### config.mk
export PLATFORM = sky130hd
export DESIGN_NAME = svie_ctl
export DESIGN_NICKNAME = d
export VERILOG_FILES = /design/src/rtl/svie_pkg.sv /design/src/rtl/svie_ctl.sv
export SDC_FILE = /design/constraint.sdc
export NUM_CORES = 1
export LEC_CHECK = 0
export BUFFER_PORTS_ARGS = -buffer_cell sky130_fd_sc_hd__buf_2
export CORE_MARGIN = 2
export CORE_UTILIZATION = 45
export CTS_BUF_LIST = sky130_fd_sc_hd__clkbuf_4 sky130_fd_sc_hd__clkbuf_8
export CTS_CLUSTER_SIZE = 25
export DETAILED_ROUTE_END_ITERATION = 8
export PLACE_DENSITY = 0.8
export SLEW_MARGIN = 0
export SYNTH_ARGS = -nofsm -noshare
export SYNTH_HDL_FRONTEND = slang
export SYNTH_SLANG_ARGS = --single-unit
### constraint.sdc
create_clock -name i_clk -period 1.5 [get_ports i_clk]
set_clock_uncertainty 0.1 [all_clocks]
set_input_delay 0.3 -clock i_clk [delete_from_list [all_inputs] [get_ports i_clk]]
set_output_delay 0.3 -clock i_clk [all_outputs]
set_load 0.005 [all_outputs]
### src/rtl/svie_pkg.sv
`timescale 1ns / 1ps

package svie_pkg;

    localparam int STACK_BYTES = 65536;
    localparam int REG_COUNT   = 32;
    localparam int FRAME_DEPTH = 16;
    localparam int WORD_BYTES  = 4;

    localparam int SM_AW = $clog2(STACK_BYTES);
    localparam int RF_AW = $clog2(REG_COUNT);
    localparam int FS_AW = $clog2(FRAME_DEPTH);
    localparam int FD_W  = $clog2(FRAME_DEPTH + 1);

    localparam int IN_W  = 80;
    localparam int OUT_W = 88;

    typedef enum logic [4:0] {
        ACT_NOP    = 5'd0,
        ACT_PUSH   = 5'd1,
        ACT_POP    = 5'd2,
        ACT_ADD    = 5'd3,
        ACT_SUB    = 5'd4,
        ACT_MUL    = 5'd5,
        ACT_DIV    = 5'd6,
        ACT_MOV    = 5'd7,
        ACT_CALL   = 5'd8,
        ACT_CMP    = 5'd9,
        ACT_JMP    = 5'd10,
        ACT_JE     = 5'd11,
        ACT_JNE    = 5'd12,
        ACT_JLT    = 5'd13,
        ACT_JGT    = 5'd14,
        ACT_SETGT  = 5'd15,
        ACT_SETLT  = 5'd16,
        ACT_SETSP  = 5'd17,
        ACT_GETSP  = 5'd18,
        ACT_LDI    = 5'd19,
        ACT_RET    = 5'd20,
        ACT_HALT   = 5'd21
    } t_act;

    typedef enum logic [1:0] {
        KIND_REG   = 2'd0,
        KIND_ADDR  = 2'd1,
        KIND_LIT   = 2'd2,
        KIND_LABEL = 2'd3
    } t_kind;

    typedef enum logic [2:0] {
        ERR_OK        = 3'd0,
        ERR_OPERAND   = 3'd1,
        ERR_DIV_ZERO  = 3'd2,
        ERR_ADDR      = 3'd3,
        ERR_FRAME_OVF = 3'd4,
        ERR_FRAME_UNF = 3'd5
    } t_err;

    typedef struct packed {
        logic       clr;
        logic       load;
        logic       rd_right;
        logic       cap_a;
        logic       cap_b;
        logic       decide;
        logic       mem_rd;
        logic       div_start;
        logic       exec;
        logic       mem_wr;
        logic       out_load;
        logic [2:0] cnt;
    } t_cmd;

    typedef struct packed {
        logic clr_done;
        logic need_mrd;
        logic need_div;
        logic need_mwr;
        logic div_done;
        logic out_free;
    } t_sts;

    function automatic logic addr_ok(input logic signed [32:0] x);
        return (x >= 33'sd0) && (x <= $signed(33'(STACK_BYTES - WORD_BYTES)));
    endfunction

    function automatic logic reg_ok(input logic [31:0] v);
        return v < 32'(REG_COUNT);
    endfunction

endpackage

### src/rtl/svie_ctl.sv
`timescale 1ns / 1ps

module svie_ctl (
    input  logic            i_clk,
    input  logic            i_rst_n,
    input  logic            i_s_tvalid,
    output logic            o_s_tready,
    input  svie_pkg::t_sts  i_sts,
    output svie_pkg::t_cmd  o_cmd
);
    import svie_pkg::*;

    typedef enum logic [3:0] {
        S_CLR,
        S_IDLE,
        S_RA,
        S_RB,
        S_CAPB,
        S_DEC,
        S_PLAN,
        S_MRD,
        S_DIV,
        S_DIVW,
        S_EXEC,
        S_MWR,
        S_DONE
    } t_state;

    t_state     r_state;
    logic [2:0] r_cnt;

    always_ff @(posedge i_clk) begin
        if (!i_rst_n) begin
            r_state <= S_CLR;
            r_cnt   <= '0;
        end else begin
            unique case (r_state)
                S_CLR:  if (i_sts.clr_done) r_state <= S_IDLE;
                S_IDLE: if (i_s_tvalid) r_state <= S_RA;
                S_RA:   r_state <= S_RB;
                S_RB:   r_state <= S_CAPB;
                S_CAPB: r_state <= S_DEC;
                S_DEC:  r_state <= S_PLAN;
                S_PLAN: begin
                    r_cnt <= '0;
                    priority if (i_sts.need_mrd) r_state <= S_MRD;
                    else if (i_sts.need_div) r_state <= S_DIV;
                    else r_state <= S_EXEC;
                end
                S_MRD: begin
                    if (r_cnt == 3'd4) begin
                        r_state <= S_EXEC;
                    end else begin
                        r_cnt <= r_cnt + 3'd1;
                    end
                end
                S_DIV:  r_state <= S_DIVW;
                S_DIVW: if (i_sts.div_done) r_state <= S_EXEC;
                S_EXEC: begin
                    r_cnt   <= '0;
                    r_state <= i_sts.need_mwr ? S_MWR : S_DONE;
                end
                S_MWR: begin
                    if (r_cnt == 3'd3) begin
                        r_state <= S_DONE;
                    end else begin
                        r_cnt <= r_cnt + 3'd1;
                    end
                end
                S_DONE: if (i_sts.out_free) r_state <= S_IDLE;
                default: r_state <= S_CLR;
            endcase
        end
    end

    always_comb begin
        o_cmd           = '0;
        o_cmd.cnt       = r_cnt;
        o_cmd.clr       = (r_state == S_CLR);
        o_cmd.load      = (r_state == S_IDLE) && i_s_tvalid;
        o_cmd.rd_right  = (r_state == S_RB);
        o_cmd.cap_a     = (r_state == S_RB);
        o_cmd.cap_b     = (r_state == S_CAPB);
        o_cmd.decide    = (r_state == S_DEC);
        o_cmd.mem_rd    = (r_state == S_MRD);
        o_cmd.div_start = (r_state == S_DIV);
        o_cmd.exec      = (r_state == S_EXEC);
        o_cmd.mem_wr    = (r_state == S_MWR);
        o_cmd.out_load  = (r_state == S_DONE) && i_sts.out_free;
    end

    assign o_s_tready = (r_state == S_IDLE);

endmodule

==> results.tsv <==
metric	value	unit
hold_violations	0	
holdBufCountCts	0	
die_h	41.6	um
cts.sinks	7	
p_leak	0.000575	uW
ctsRootBufferMaster	clkbuf_4	
n_antenna_cell	0	
drv_cap	0	
wl_per_cell	20.0	um
drive_gt1_share	64.3	%
n_fill_cell	60	
synth_xor_area_share	1.38	%
tightest_slew	0.295	ns
startpoint_type	register	
hp-start	i_rst_n	
r2r_start	r_cnt[0]$_SDFFE_PN0P_	
synth_fa_ha_area_share	5.89	%
grt_pass1_wl	4.19	mm
crit_slowest_cell	a311o_1	
syn-cell-area	637	um2
start_util	48.3	%
route.vias.total	956	
yosysWarnings	0	
rsz0062_at_grt	yes	
synth_nets	97	
setup_ws	-0.227	ns
worstSetupPathType	register to register	
reg2reg_slack	-0.23	ns
clk_pin_slew	0.06	ns
antenna_found_initial	0	
clock_path_buffers	2	
r2r_end	r_state[1]$_SDFFE_PN0P_	
synth_cell_types	35	
core_area	1320	um2
synth_compound_area_share	17.9	%
cts_buffers	3	
cp_max_fo	4	
synth_top_family_by_area	simple AND/OR/NAND/NOR gates	
violations	negative setup slack	
yosysSeqAreaShare	22.0	%
synth-main-ff-cell	dfxtp_1	
grt_max_degree	12	
dp_hpwl	1.52	mm
power.total	1300	uW
gr-total-overflow	0	
grtUsageTotal	30.5	%
ant_nets	0	
cp-end-kind	register	
dr.first_iter.drc_count	36	
synthArstFlopShare	0	%
dr.pass1.iters	4	
cpPeakStageDelay	0.38	ns
post-route-period-util	115	%
min_period	1.73	ns
outcome	finished, violations left	
maxSlewHeadroom	80.2	%
synth_area_per_cell	7.49	um2
cp_cell_sequence	inv_2 -> ha_2 -> a211o_1 -> a311o_1 -> o22ai_1	
synth_cells	85	
cp_data_required_time	1.56	ns
cts_max_level	1	
hold-path-endpoint	r_cnt[1]$_SDFFE_PN0P_	
fmax	579	MHz
dp_slack	-0.165	ns
nets	153	
peakVddDrop	0.705	mV
insertion_delay	0.25	ns
arrival	1.78	ns
synth_seq_cells	7	
worstRegToRegCells	5	
cts_tree	done	
drcViolationCount	0	
slew_viol_final	0	
synth-simple-area-share	35.4	%
die_area	1730	um2
hold_path_depth	3	
fp.dieW	41.6	um
synth_edf_count	0	
gp_congestion	0.885	
area_growth	88.6	%
grt_pass1_vias	871	
finalWirelength	3.10	mm
ioPinCount	24	
viasPerCell	6.17	
min_path_type	input pin to register	
setup_viol	19	
portBuffers	23	
p_per_area	1080	nW/um2
synthMuxAreaShare	7.86	%
rows	13	
-- registers in the layout, indices dropped and copies added, names as in the netlist --
register,count
r_state,4
r_cnt,3
-- metal layers --
layer	part of all wire (%)	global-route usage (%)	vias to the layer above
li1	-	-	413
met5	0	0	-
met2	46	50.6	78
met1	39	39.6	447
met4	6.1	13.5	0
met3	8.7	3.04	18
-- cells in the mapped netlist, types with 2 or more instances --
| cell type | count | area [um2] |
|---|---|---|
| nand2_1 | 7 | 26.3 |
| ha_1 | 3 | 37.5 |
| o211ai_1 | 2 | 15.0 |
| nand3_1 | 2 | 10.0 |
| nor3_1 | 6 | 30.0 |
| and3b_1 | 2 | 17.5 |
| clkbuf_1 | 5 | 18.8 |
| o21ai_0 | 5 | 25.0 |
| nor2_1 | 5 | 18.8 |
| mux2i_1 | 5 | 50.1 |
| nand2b_1 | 7 | 43.8 |
| a21oi_1 | 3 | 15.0 |
| dfxtp_1 | 7 | 140 |
| inv_1 | 5 | 18.8 |
-- critical path, delay by kind of cell (launching register included) --
kind,cells,cell delay [ns]
flops,1,0.37
compound gates,3,0.94
fa+ha+maj,1,0.17
buf+inv,1,0.05
-- worst max-delay path by stage --
| stage | from | end | slack, ns | depth (start not counted) |
|---|---|---|---|---|
| 5_1_grt | r_cnt[0]$_SDFFE_PN0P_ | r_state[1]$_SDFFE_PN0P_ | -0.27 | 5 |
| 2_1_floorplan | r_state[3]$_SDFFE_PN0P_ | r_cnt[0]$_SDFFE_PN0P_ | -0.11 | 5 |
| 6_report | r_cnt[0]$_SDFFE_PN0P_ | r_state[1]$_SDFFE_PN0P_ | -0.23 | 5 |
| 3_5_place_dp | r_state[2]$_SDFFE_PN0P_ | r_state[2]$_SDFFE_PN0P_ | -0.17 | 5 |
| 4_1_cts | r_state[3]$_SDFFE_PN0P_ | o_cmd[12] | -0.13 | 5 |
| 3_3_place_gp | r_cnt[0]$_SDFFE_PN0P_ | r_cnt[1]$_SDFFE_PN0P_ | -0.11 | 5 |
-- timing repair --
action	in CTS	in global routing
pin swaps	10	5
setup endpoints to repair	19	19
buffers inserted	4	6
resized for setup	34	13
endpoints found under the hold margin	0	0
-- cells in the final DEF (no fill, tap or decap), types with 2 or more instances in the layout --
| cell | n |
|---|---|
| dfxtp_2 | 2 |
| mux2i_1 | 5 |
| inv_1 | 2 |
| o21ai_1 | 2 |
| clkbuf_4 | 4 |
| nor3_2 | 3 |
| nand2_1 | 6 |
| nor3_4 | 2 |
| buf_6 | 12 |
| nor2_1 | 3 |
| ha_4 | 2 |
| nand2b_4 | 3 |
| a21oi_1 | 3 |
| o211ai_1 | 2 |
| o21ai_0 | 3 |
| inv_2 | 2 |
| nand3_1 | 2 |
| dfxtp_4 | 4 |
| and3b_1 | 2 |
| buf_2 | 23 |
| nand2b_1 | 5 |
| buf_4 | 24 |
-- cells by family (layout without fill, tap and decap cells) --
logic type | Yosys count | in the layout
AO/OA/AOI/OAI | 17 | 17
XOR/XNOR | 1 | 1
adder cells (fa/ha/maj) | 3 | 3
buffers and inverters | 13 | 68
flip-flops | 7 | 7
multiplexers | 5 | 5
AND/OR/NAND/NOR | 39 | 39
-- report_power, final --
part	leakage, uW	switching, uW	total (uW)	internal (uW)
combinational	0.000496	407	832	425
clock	0.0000184	84.0	204	120
sequential	0.0000607	40.9	260	219
total	0.000575	532	1300	764
-- through the flow --
step	cells	hold slack (ns)	setup TNS (ns)	area (um2)	util, %
2_1_floorplan	85	0.364	-0.469	641	-
5_1_grt	155	0.330	-2.98	1200	91.2
6_report	155	0.293	-2.24	1200	91.2
3_3_place_gp	141	0.434	-0.580	926	70.3
4_1_cts	149	0.276	-1.24	1100	83.9
3_5_place_dp	141	0.453	-0.948	926	70.3
-- final cells by class --
cell class	count	area (um2)	share of cell area [%]
repair buffers	59	430	35.8
well taps	15	18.8	1.56
inverters	5	21.3	1.77
flip-flops and latches	7	158	13.1
clock buffers	4	30.0	2.50
multi-input cells	65	543	45.2
No activity file was read; power rests on OpenSTA's default activity.
